===== src/hw/rtl/dfcp_pkg.sv =====
// ----------------------------------------------------------------------------
// dfcp_pkg
// Shared types, codes and decode helpers for the data frame command parser.
// ----------------------------------------------------------------------------
package dfcp_pkg;

    localparam int LINE_STORE_DEF    = 96;
    localparam int PAYLOAD_STORE_DEF = 9;

    localparam int S_TDATA_W = 8;
    localparam int S_TUSER_W = 1;
    localparam int M_TDATA_W = 16;

    localparam logic [7:0] CH_PLUS  = 8'h2B;
    localparam logic [7:0] CH_I     = 8'h49;
    localparam logic [7:0] CH_P     = 8'h50;
    localparam logic [7:0] CH_D     = 8'h44;
    localparam logic [7:0] CH_COMMA = 8'h2C;
    localparam logic [7:0] CH_COLON = 8'h3A;
    localparam logic [7:0] CH_LF    = 8'h0A;
    localparam logic [7:0] CH_CR    = 8'h0D;
    localparam logic [7:0] CH_NUL   = 8'h00;
    localparam logic [7:0] CH_0     = 8'h30;
    localparam logic [7:0] CH_1     = 8'h31;
    localparam logic [7:0] CH_3     = 8'h33;
    localparam logic [7:0] CH_9     = 8'h39;
    localparam logic [7:0] CH_A     = 8'h61;
    localparam logic [7:0] CH_B     = 8'h62;

    // request kinds carried on s_axis_tuser
    localparam logic FUNC_BYTE = 1'b0;
    localparam logic FUNC_POP  = 1'b1;

    // command codes
    localparam logic [2:0] CMD_NONE = 3'd0;
    localparam logic [2:0] CMD_A1   = 3'd1;
    localparam logic [2:0] CMD_A2   = 3'd2;
    localparam logic [2:0] CMD_A3   = 3'd3;
    localparam logic [2:0] CMD_B1   = 3'd4;
    localparam logic [2:0] CMD_B2   = 3'd5;
    localparam logic [2:0] CMD_B3   = 3'd6;

    localparam logic signed [1:0] TURN_NEG  = -2'sd1;
    localparam logic signed [1:0] TURN_ZERO = 2'sd0;
    localparam logic signed [1:0] TURN_POS  = 2'sd1;

    typedef enum logic [3:0] {
        PH_HDR0  = 4'd0,
        PH_HDR1  = 4'd1,
        PH_HDR2  = 4'd2,
        PH_HDR3  = 4'd3,
        PH_HDR4  = 4'd4,
        PH_LINK  = 4'd5,
        PH_COMMA = 4'd6,
        PH_LEN   = 4'd7,
        PH_PAY   = 4'd8,
        PH_STOP  = 4'd9,
        PH_FAIL  = 4'd10
    } phase_t;

    typedef struct packed {
        logic       done;
        logic [2:0] cmd;
    } line_res_t;

    typedef struct packed {
        logic              line_done;
        logic              cmd_accepted;
        logic              pop_valid;
        logic [2:0]        cmd_code;
        logic signed [1:0] first_turn;
        logic signed [1:0] second_turn;
        logic [2:0]        last_cmd;
    } result_t;

    // expected character for each header-search step
    function automatic logic [7:0] hdr_char(input phase_t ph);
        logic [7:0] c;
        case (ph)
            PH_HDR0: c = CH_PLUS;
            PH_HDR1: c = CH_I;
            PH_HDR2: c = CH_P;
            PH_HDR3: c = CH_D;
            PH_HDR4: c = CH_COMMA;
            default: c = CH_NUL;
        endcase
        return c;
    endfunction

    function automatic logic is_digit(input logic [7:0] b);
        return (b >= CH_0) && (b <= CH_9);
    endfunction

    // two payload chars -> command code, CMD_NONE if not a1..a3 / b1..b3
    function automatic logic [2:0] decode_cmd(input logic [7:0] c0, input logic [7:0] c1);
        logic [2:0] base;
        logic [2:0] cmd;
        base = 3'd0;
        cmd  = CMD_NONE;
        if (c0 == CH_B) begin
            base = 3'd3;
        end
        if (((c0 == CH_A) || (c0 == CH_B)) && (c1 >= CH_1) && (c1 <= CH_3)) begin
            cmd = base + 3'(c1 - CH_0);
        end
        return cmd;
    endfunction

    function automatic logic signed [1:0] turn_first(input logic [2:0] c);
        logic signed [1:0] t;
        case (c)
            CMD_A1, CMD_A2, CMD_A3: t = TURN_NEG;
            CMD_B1, CMD_B2, CMD_B3: t = TURN_POS;
            default:                t = TURN_ZERO;
        endcase
        return t;
    endfunction

    function automatic logic signed [1:0] turn_second(input logic [2:0] c);
        logic signed [1:0] t;
        case (c)
            CMD_A1, CMD_B1: t = TURN_POS;
            CMD_A3, CMD_B3: t = TURN_NEG;
            default:        t = TURN_ZERO;
        endcase
        return t;
    endfunction

endpackage


===== src/hw/rtl/data_frame_command_parser.sv =====
// ----------------------------------------------------------------------------
// data_frame_command_parser
// Line-oriented "+IPD," frame parser with a one-deep pending command slot.
// ----------------------------------------------------------------------------
// Input stream: each request is either a received byte (tuser = 0, byte in
// tdata) or a pop of the pending command (tuser = 1, tdata ignored).
// Output stream: exactly one result per request, in request order.
// Lines end at LF or when the line reaches LINE_STORE-1 bytes; at line end,
// with parse_enable set, a well-formed frame carrying a1..a3 or b1..b3 sets
// the last and pending command.
// Each request passes through the input register, then the result
// register. Throughput is one request per cycle; the input register frees
// whenever the result register is empty or being taken.
// When the receiver holds m_axis_tready low, one result waits in the result
// register and one request in the input register; s_axis_tready then drops.
// Reset clears the line state, the pending slot, the last command and
// parse_enable; both stream registers come up empty and s_axis_tready is low.
// parse_enable is written through cfg_wr_en/cfg_wr_data; the user must write
// it only while idle, as the block itself does not enforce this.
// ----------------------------------------------------------------------------
module data_frame_command_parser #(
    parameter int LINE_STORE    = dfcp_pkg::LINE_STORE_DEF,
    parameter int PAYLOAD_STORE = dfcp_pkg::PAYLOAD_STORE_DEF
) (
    input  logic                           aclk,
    input  logic                           aresetn,
    input  logic                           cfg_wr_en,
    input  logic                           cfg_wr_data,
    input  logic                           s_axis_tvalid,
    output logic                           s_axis_tready,
    input  logic [dfcp_pkg::S_TDATA_W-1:0] s_axis_tdata,  // [7:0] rx_byte
    input  logic [dfcp_pkg::S_TUSER_W-1:0] s_axis_tuser,  // [0] func
    output logic                           m_axis_tvalid,
    input  logic                           m_axis_tready,
    // [0] line_done, [1] cmd_accepted, [2] pop_valid, [5:3] cmd_code,
    // [7:6] first_turn, [9:8] second_turn, [12:10] last_cmd, [15:13] zero
    output logic [dfcp_pkg::M_TDATA_W-1:0] m_axis_tdata
);

    logic                           parse_enable_reg;
    logic                           in_valid_reg, in_valid_next;
    logic                           in_func_reg;
    logic [7:0]                     in_byte_reg;
    logic                           out_valid_reg, out_valid_next;
    logic [dfcp_pkg::M_TDATA_W-1:0] out_data_reg;

    logic                s_accept;
    logic                proc;
    dfcp_pkg::line_res_t line_res;
    dfcp_pkg::result_t   result;

    always_comb begin
        proc           = in_valid_reg && (!out_valid_reg || m_axis_tready);
        s_axis_tready  = aresetn && (!in_valid_reg || proc);
        s_accept       = s_axis_tvalid && s_axis_tready;
        in_valid_next  = s_accept ? 1'b1 : (proc ? 1'b0 : in_valid_reg);
        out_valid_next = proc ? 1'b1 : (m_axis_tready ? 1'b0 : out_valid_reg);
    end

    dfcp_line_parser #(
        .LINE_STORE   (LINE_STORE),
        .PAYLOAD_STORE(PAYLOAD_STORE)
    ) u_line_parser (
        .aclk        (aclk),
        .aresetn     (aresetn),
        .step_en     (proc && (in_func_reg == dfcp_pkg::FUNC_BYTE)),
        .rx_byte     (in_byte_reg),
        .parse_enable(parse_enable_reg),
        .line_res    (line_res)
    );

    dfcp_cmd_slot u_cmd_slot (
        .aclk    (aclk),
        .aresetn (aresetn),
        .step_en (proc),
        .func    (in_func_reg),
        .line_res(line_res),
        .result  (result)
    );

    always_ff @(posedge aclk) begin
        if (!aresetn) begin
            parse_enable_reg <= 1'b0;
            in_valid_reg     <= 1'b0;
            out_valid_reg    <= 1'b0;
        end else begin
            if (cfg_wr_en) begin
                parse_enable_reg <= cfg_wr_data;
            end
            in_valid_reg  <= in_valid_next;
            out_valid_reg <= out_valid_next;
        end
    end

    always_ff @(posedge aclk) begin
        if (s_accept) begin
            in_func_reg <= s_axis_tuser[0];
            in_byte_reg <= s_axis_tdata[7:0];
        end
        if (proc) begin
            out_data_reg <= {3'd0, result.last_cmd, result.second_turn, result.first_turn,
                             result.cmd_code, result.pop_valid, result.cmd_accepted,
                             result.line_done};
        end
    end

    assign m_axis_tvalid = out_valid_reg;
    assign m_axis_tdata  = out_data_reg;

    // a result is either a line result or a pop, never both
    a_kind_exclusive: assert property (@(posedge aclk) disable iff (!aresetn)
        m_axis_tvalid |-> !(m_axis_tdata[0] && m_axis_tdata[2]))
        else $error("line_done and pop_valid both set");

    // an accepted command ends a line and becomes the last command
    a_accept_updates_last: assert property (@(posedge aclk) disable iff (!aresetn)
        (m_axis_tvalid && m_axis_tdata[1]) |->
            (m_axis_tdata[0] && (m_axis_tdata[12:10] == m_axis_tdata[5:3])))
        else $error("accepted command not reflected in last_cmd");

    // backpressure only when both stages are full
    a_ready_low_full: assert property (@(posedge aclk) disable iff (!aresetn)
        !s_axis_tready |-> (in_valid_reg && out_valid_reg && !m_axis_tready))
        else $error("input stalled with free stage");

    // a request held in the input register is not dropped
    a_in_held: assert property (@(posedge aclk) disable iff (!aresetn)
        (in_valid_reg && !proc) |=> in_valid_reg)
        else $error("pending request lost");

endmodule


===== src/hw/rtl/dfcp_line_parser.sv =====
// ----------------------------------------------------------------------------
// dfcp_line_parser
// Per-byte frame tracker: header search, link/length fields, payload capture,
// line end detection and command recognition at line end.
// ----------------------------------------------------------------------------
module dfcp_line_parser #(
    parameter int LINE_STORE    = dfcp_pkg::LINE_STORE_DEF,
    parameter int PAYLOAD_STORE = dfcp_pkg::PAYLOAD_STORE_DEF
) (
    input  logic                aclk,
    input  logic                aresetn,
    input  logic                step_en,
    input  logic [7:0]          rx_byte,
    input  logic                parse_enable,
    output dfcp_pkg::line_res_t line_res
);

    localparam int LC_W = $clog2(LINE_STORE);
    localparam int PC_W = $clog2(PAYLOAD_STORE);

    dfcp_pkg::phase_t phase_reg, phase_next;
    logic [LC_W-1:0]  line_count_reg, line_count_next;
    logic [15:0]      len_reg, len_next;
    logic             len_seen_reg, len_seen_next;
    logic [PC_W-1:0]  pay_count_reg, pay_count_next;
    logic [15:0]      pay_head_reg, pay_head_next;

    logic [LC_W:0]    count_inc;
    logic             digit;
    logic             pay_stop;
    logic             line_end;
    logic [2:0]       cmd_found;

    always_comb begin
        digit     = dfcp_pkg::is_digit(rx_byte);
        count_inc = {1'b0, line_count_reg} + (LC_W+1)'(1);
        line_end  = (rx_byte == dfcp_pkg::CH_LF) || (count_inc >= (LC_W+1)'(LINE_STORE - 1));
        pay_stop  = ({{(16-PC_W){1'b0}}, pay_count_reg} >= len_reg) ||
                    (pay_count_reg >= PC_W'(PAYLOAD_STORE - 1)) ||
                    (rx_byte == dfcp_pkg::CH_CR) || (rx_byte == dfcp_pkg::CH_LF) ||
                    (rx_byte == dfcp_pkg::CH_NUL);

        phase_next     = phase_reg;
        len_next       = len_reg;
        len_seen_next  = len_seen_reg;
        pay_count_next = pay_count_reg;
        pay_head_next  = pay_head_reg;

        case (phase_reg)
            dfcp_pkg::PH_HDR0, dfcp_pkg::PH_HDR1, dfcp_pkg::PH_HDR2,
            dfcp_pkg::PH_HDR3, dfcp_pkg::PH_HDR4: begin
                if (rx_byte == dfcp_pkg::hdr_char(phase_reg)) begin
                    phase_next = dfcp_pkg::phase_t'(phase_reg + 4'd1);
                end else if (rx_byte == dfcp_pkg::CH_PLUS) begin
                    phase_next = dfcp_pkg::PH_HDR1;
                end else begin
                    phase_next = dfcp_pkg::PH_HDR0;
                end
            end
            dfcp_pkg::PH_LINK: begin
                phase_next = digit ? dfcp_pkg::PH_COMMA : dfcp_pkg::PH_FAIL;
            end
            dfcp_pkg::PH_COMMA: begin
                phase_next = (rx_byte == dfcp_pkg::CH_COMMA) ? dfcp_pkg::PH_LEN
                                                             : dfcp_pkg::PH_FAIL;
            end
            dfcp_pkg::PH_LEN: begin
                if (digit) begin
                    // len * 10 + digit, wraps at 16 bits
                    len_next      = 16'((len_reg << 3) + (len_reg << 1) +
                                        {8'd0, 8'(rx_byte - dfcp_pkg::CH_0)});
                    len_seen_next = 1'b1;
                end else if ((rx_byte == dfcp_pkg::CH_COLON) && len_seen_reg) begin
                    phase_next = dfcp_pkg::PH_PAY;
                end else begin
                    phase_next = dfcp_pkg::PH_FAIL;
                end
            end
            dfcp_pkg::PH_PAY: begin
                if (pay_stop) begin
                    phase_next = dfcp_pkg::PH_STOP;
                end else begin
                    if (pay_count_reg == '0) begin
                        pay_head_next = {8'd0, rx_byte};
                    end else if (pay_count_reg == PC_W'(1)) begin
                        pay_head_next = {rx_byte, pay_head_reg[7:0]};
                    end
                    pay_count_next = pay_count_reg + PC_W'(1);
                end
            end
            default: begin
            end
        endcase

        cmd_found = dfcp_pkg::CMD_NONE;
        if (((phase_next == dfcp_pkg::PH_PAY) || (phase_next == dfcp_pkg::PH_STOP)) &&
            (pay_count_next == PC_W'(2))) begin
            cmd_found = dfcp_pkg::decode_cmd(pay_head_next[7:0], pay_head_next[15:8]);
        end

        line_res.done = line_end;
        line_res.cmd  = (line_end && parse_enable) ? cmd_found : dfcp_pkg::CMD_NONE;

        line_count_next = count_inc[LC_W-1:0];
        if (line_end) begin
            phase_next      = dfcp_pkg::PH_HDR0;
            line_count_next = '0;
            len_next        = '0;
            len_seen_next   = 1'b0;
            pay_count_next  = '0;
            pay_head_next   = '0;
        end
    end

    always_ff @(posedge aclk) begin
        if (!aresetn) begin
            phase_reg      <= dfcp_pkg::PH_HDR0;
            line_count_reg <= '0;
            len_reg        <= '0;
            len_seen_reg   <= 1'b0;
            pay_count_reg  <= '0;
            pay_head_reg   <= '0;
        end else if (step_en) begin
            phase_reg      <= phase_next;
            line_count_reg <= line_count_next;
            len_reg        <= len_next;
            len_seen_reg   <= len_seen_next;
            pay_count_reg  <= pay_count_next;
            pay_head_reg   <= pay_head_next;
        end
    end

endmodule


===== src/hw/rtl/dfcp_cmd_slot.sv =====
// ----------------------------------------------------------------------------
// dfcp_cmd_slot
// One-deep pending command slot plus last-command register; builds the
// result for each request including the turn decode.
// ----------------------------------------------------------------------------
module dfcp_cmd_slot (
    input  logic                aclk,
    input  logic                aresetn,
    input  logic                step_en,
    input  logic                func,
    input  dfcp_pkg::line_res_t line_res,
    output dfcp_pkg::result_t   result
);

    logic       pend_flag_reg, pend_flag_next;
    logic [2:0] pend_cmd_reg, pend_cmd_next;
    logic [2:0] recent_cmd_reg, recent_cmd_next;
    logic [2:0] code;

    always_comb begin
        pend_flag_next  = pend_flag_reg;
        pend_cmd_next   = pend_cmd_reg;
        recent_cmd_next = recent_cmd_reg;
        code            = dfcp_pkg::CMD_NONE;

        result.line_done    = 1'b0;
        result.cmd_accepted = 1'b0;
        result.pop_valid    = 1'b0;

        if (func == dfcp_pkg::FUNC_POP) begin
            if (pend_flag_reg) begin
                result.pop_valid = 1'b1;
                code             = pend_cmd_reg;
                pend_flag_next   = 1'b0;
            end
        end else begin
            result.line_done = line_res.done;
            code             = line_res.cmd;
            if (line_res.cmd != dfcp_pkg::CMD_NONE) begin
                result.cmd_accepted = 1'b1;
                recent_cmd_next     = line_res.cmd;
                pend_cmd_next       = line_res.cmd;
                pend_flag_next      = 1'b1;
            end
        end

        result.cmd_code    = code;
        result.first_turn  = dfcp_pkg::turn_first(code);
        result.second_turn = dfcp_pkg::turn_second(code);
        result.last_cmd    = recent_cmd_next;
    end

    always_ff @(posedge aclk) begin
        if (!aresetn) begin
            pend_flag_reg  <= 1'b0;
            pend_cmd_reg   <= dfcp_pkg::CMD_NONE;
            recent_cmd_reg <= dfcp_pkg::CMD_NONE;
        end else if (step_en) begin
            pend_flag_reg  <= pend_flag_next;
            pend_cmd_reg   <= pend_cmd_next;
            recent_cmd_reg <= recent_cmd_next;
        end
    end

endmodule

===== config.mk =====
export PLATFORM = sky130hd
export DESIGN_NAME = data_frame_command_parser
export DESIGN_NICKNAME = d
export VERILOG_FILES = /design/src/hw/rtl/dfcp_pkg.sv /design/src/hw/rtl/data_frame_command_parser.sv /design/src/hw/rtl/dfcp_line_parser.sv /design/src/hw/rtl/dfcp_cmd_slot.sv
export SDC_FILE = /design/constraint.sdc
export NUM_CORES = 1
export LEC_CHECK = 0
export BUFFER_PORTS_ARGS = -buffer_cell sky130_fd_sc_hd__buf_2
export CORE_MARGIN = 1.5
export CORE_UTILIZATION = 40
export CTS_BUF_LIST = sky130_fd_sc_hd__clkbuf_8
export DETAILED_ROUTE_END_ITERATION = 10
export GPL_ROUTABILITY_DRIVEN = 1
export GPL_TIMING_DRIVEN = 0
export HOLD_SLACK_MARGIN = 0.03
export PLACE_DENSITY = 0.55
export SYNTH_ARGS = -nofsm -noshare
export SYNTH_HDL_FRONTEND = slang
export SYNTH_SLANG_ARGS = --single-unit

===== constraint.sdc =====
create_clock -name aclk -period 4.6 [get_ports aclk]
set_input_delay 0.46 -clock aclk [delete_from_list [all_inputs] [get_ports aclk]]
set_output_delay 0.46 -clock aclk [all_outputs]
set_load 0.01 [all_outputs]

==> flow_summary.ini <==
[run_status]
outcome = completed

[setup_path]
slowest_stage = or4b_2
reg2reg_depth = 15
path_delay_family = simple AND/OR/NAND/NOR gates
r2r_setup_slack_ps = 270
cp.arrival_ps = 4610
cp.depth = 15
start_kind = flop
worstPathCellList = inv_1, ha_1, nand2b_1, a2111oi_2, nor4_4, nor4_2, or4b_2, o21ai_0, ha_1, inv_1, fa_1, nor2b_1, nor2b_1, nor3_1, o211a_1
r2r-start = u_line_parser.pay_count_reg[0]
end_kind = flop
criticalPathCategory = flop to flop
worst-path-max-fanout = 7
cp.required_ps = 4870
cp_num_buf_inv = 2
crit_path_max_incr_delay_ps = 670
worstReg2RegEnd = u_cmd_slot.pend_flag_reg

[placed_design]
dpl_worst_slack_ps = -279
dpl.cell_count = 798
gp_congestion = 0.860
post-dp-hpwl_mm = 9.61
place_area_um2 = 5520
io_buffers = 28

[cells_and_area]
design_area_um2 = 5720
fin_nets = 701
synthToLayoutAreaGrowth_pct = 11.0
final_core_util_pct = 45.3
drive_above_1_share_pct = 11.9
finalNonFillerCells = 817
num_antenna_cells = 0

[power]
power_density_nw_per_um2 = 225
internal-power_mw = 0.952
clockPowerShare_pct = 35.9
combPwrFrac_pct = 6.5
sequentialPowerShare_pct = 57.6
swShare_pct = 26.0
p_switching_mw = 0.335
p_leak_nw = 2.36
vdd_drop_max_uv = 112

[routing]
drc = 0
first_iter_violations = 280
vias = 4433
antenna_left = 0
wl_per_cell_um = 15.8
drt_wl_total_mm = 12.9
dr.pass1.iters = 5
avgViaCountPerCell = 5.43

[sta]
setup_ws_ps = 268
fin_crit_sh_pct = 94.2
max_slew_margin_pct = 15.0
period_needed_ps = 4330
setup_viol = 0
hold_ws_ps = 258
slew_viol_final = 0
rsz0062_at_grt = no
hold_violations = 0
skew_ps = 11.4
fmax_ghz = 0.231
worst_pin_slew_ps = 1280

[floorplanning]
die_y_um = 117
rows = 41
die_area_um2 = 13600
core-area_um2 = 12600
start_util_pct = 40.8
ios = 33
die_x_um = 117

[synthesis]
ys_warn_count = 0
netlist_instances = 596
synthFlopType = dfxtp_1
synth_async_sr_flop_share_pct = 0
yosysTopAreaCellShare_pct = 22.5
synth_area_um2 = 5150
yosys-top-cells-count = 69 x nor2_1, 58 x dfxtp_1, 48 x nand2_1, 41 x a21oi_1, 39 x ha_1
synth.top_cells.by_area = dfxtp_1 23%, edfxtp_1 13%, ha_1 9.5%
synth-seq-area-share_pct = 35.3
synth-seq-cells = 80
ys_types = 70
syn_avg_cell_area_um2 = 8.65
synth_edf_count = 22
yosys.area.top_type = dfxtp_1
yosysMostFrequentCell = nor2_1

[cts]
cts-root-buf = clkbuf_8
cts_made_buffers = 9
htreeDepth = 3
path_clk_slew_ps = 80
clock_sinks = 80
clkLatencyLatePin_ps = 370
cts_hold_buf = 0
cts_max_path_buffers = 2
tritoncts = built

[grt]
grt_pass1_vias = 4219
antenna_found_initial = 0
grt_use_total_pct = 20.4
grt_start_max_net_pins = 16
gr-total-overflow = 0
grt_pass1_wl_mm = 21.2

[min_path]
worstHoldPathCells = 1
hp-class = input port to flop
hold_end = in_func_reg
min_from = s_axis_tuser

[run]
cap_violations = 0
[power by group through the flow]
stage | sequential, mW | combinational, mW | clock (mW)
3_3_place_gp | 0.758 | 0.0814 | 0
2_1_floorplan | 0.760 | 0.0475 | 0
5_1_grt | 0.743 | 0.0936 | 0.506
4_1_cts | 0.742 | 0.0824 | 0.479
6_report | 0.741 | 0.0839 | 0.462
3_5_place_dp | 0.758 | 0.0818 | 0
[placed cells by master (no fill, tap or decap), types with 7 or more instances in the layout]
| cell type | n |
|---|---|
| a21o_1 | 8 |
| a21oi_1 | 41 |
| a22oi_1 | 30 |
| and3_1 | 8 |
| buf_2 | 35 |
| buf_4 | 7 |
| clkbuf_1 | 17 |
| clkbuf_8 | 9 |
| dfxtp_1 | 58 |
| edfxtp_1 | 22 |
| fa_1 | 7 |
| ha_1 | 39 |
| inv_1 | 37 |
| nand2_1 | 48 |
| nand2b_1 | 8 |
| nand3_1 | 14 |
| nand3b_1 | 7 |
| nor2_1 | 69 |
| nor2b_1 | 9 |
| nor3_1 | 15 |
| o21ai_0 | 27 |
| xnor2_1 | 9 |
| xor2_1 | 12 |
[worst register-to-register path, cell delays in order, from the launching register on]
cell and delay (ps):
dfxtp_1 440, inv_1 120, ha_1 280, nand2b_1 110
a2111oi_2 80, nor4_4 490, nor4_2 170, or4b_2 670
o21ai_0 180, ha_1 210, inv_1 40, fa_1 570
nor2b_1 240, nor2b_1 340, nor3_1 90, o211a_1 210
[through the flow]
stage	total power, mW	setup TNS (ps)
after floorplan	0.807	0
after global placement	0.839	-1570
after detailed placement	0.840	-2080
after CTS	1.30	0
after global routing	1.34	0
final	1.29	0
[kinds of logic after synthesis]
logic type	count (synthesis)	share of synthesized area (%)
fa+ha+maj	46	12.2
buf+inv	66	5.27
other cells	1	0.0728
simple gates	223	22.4
xor+xnor	22	3.74
mux	9	1.82
flops	80	35.3
compound gates	149	19.2
[layer usage]
layer  global-route usage (%)  part of all wire, %  vias to the layer above  routed length, um
li1                         -                    -                     2216                  -
met1                     26.2                   46                     2104               5960
met2                     33.6                   47                       89               6080
met3                     3.22                  3.7                       24                483
met4                     9.92                  2.8                        0                357
met5                        0                    0                        -                  0
[layout make-up]
cell class | count | area [um2]
clock inverters | 7 | 40.0
plain buffers | 28 | 129
inverters | 38 | 143
fillers | 1308 | 6900
clock buffers | 9 | 124
flip-flops and latches | 80 | 1820
well taps | 172 | 215
multi-input cells | 452 | 3090
repair buffers | 31 | 163
[how the worst max path moves through the flow]
stage,startpoint,slack [ps],endpoint
final,u_line_parser.pay_count_reg[0],270,u_cmd_slot.pend_flag_reg
after global routing,u_line_parser.pay_count_reg[0],40,u_cmd_slot.pend_flag_reg
after CTS,in_byte_reg[4],130,u_cmd_slot.pend_flag_reg
after detailed placement,in_byte_reg[4],-280,u_cmd_slot.pend_cmd_reg[0]
after global placement,in_byte_reg[4],-240,u_cmd_slot.pend_cmd_reg[0]
after floorplan,u_line_parser.pay_count_reg[0],700,m_axis_tdata[11]
[timing repair]
item,in CTS,in global routing
setup endpoints to repair,13,4
gates resized for setup,2,1
setup buffers,0,3
No activity file was read; power rests on OpenSTA's default activity.
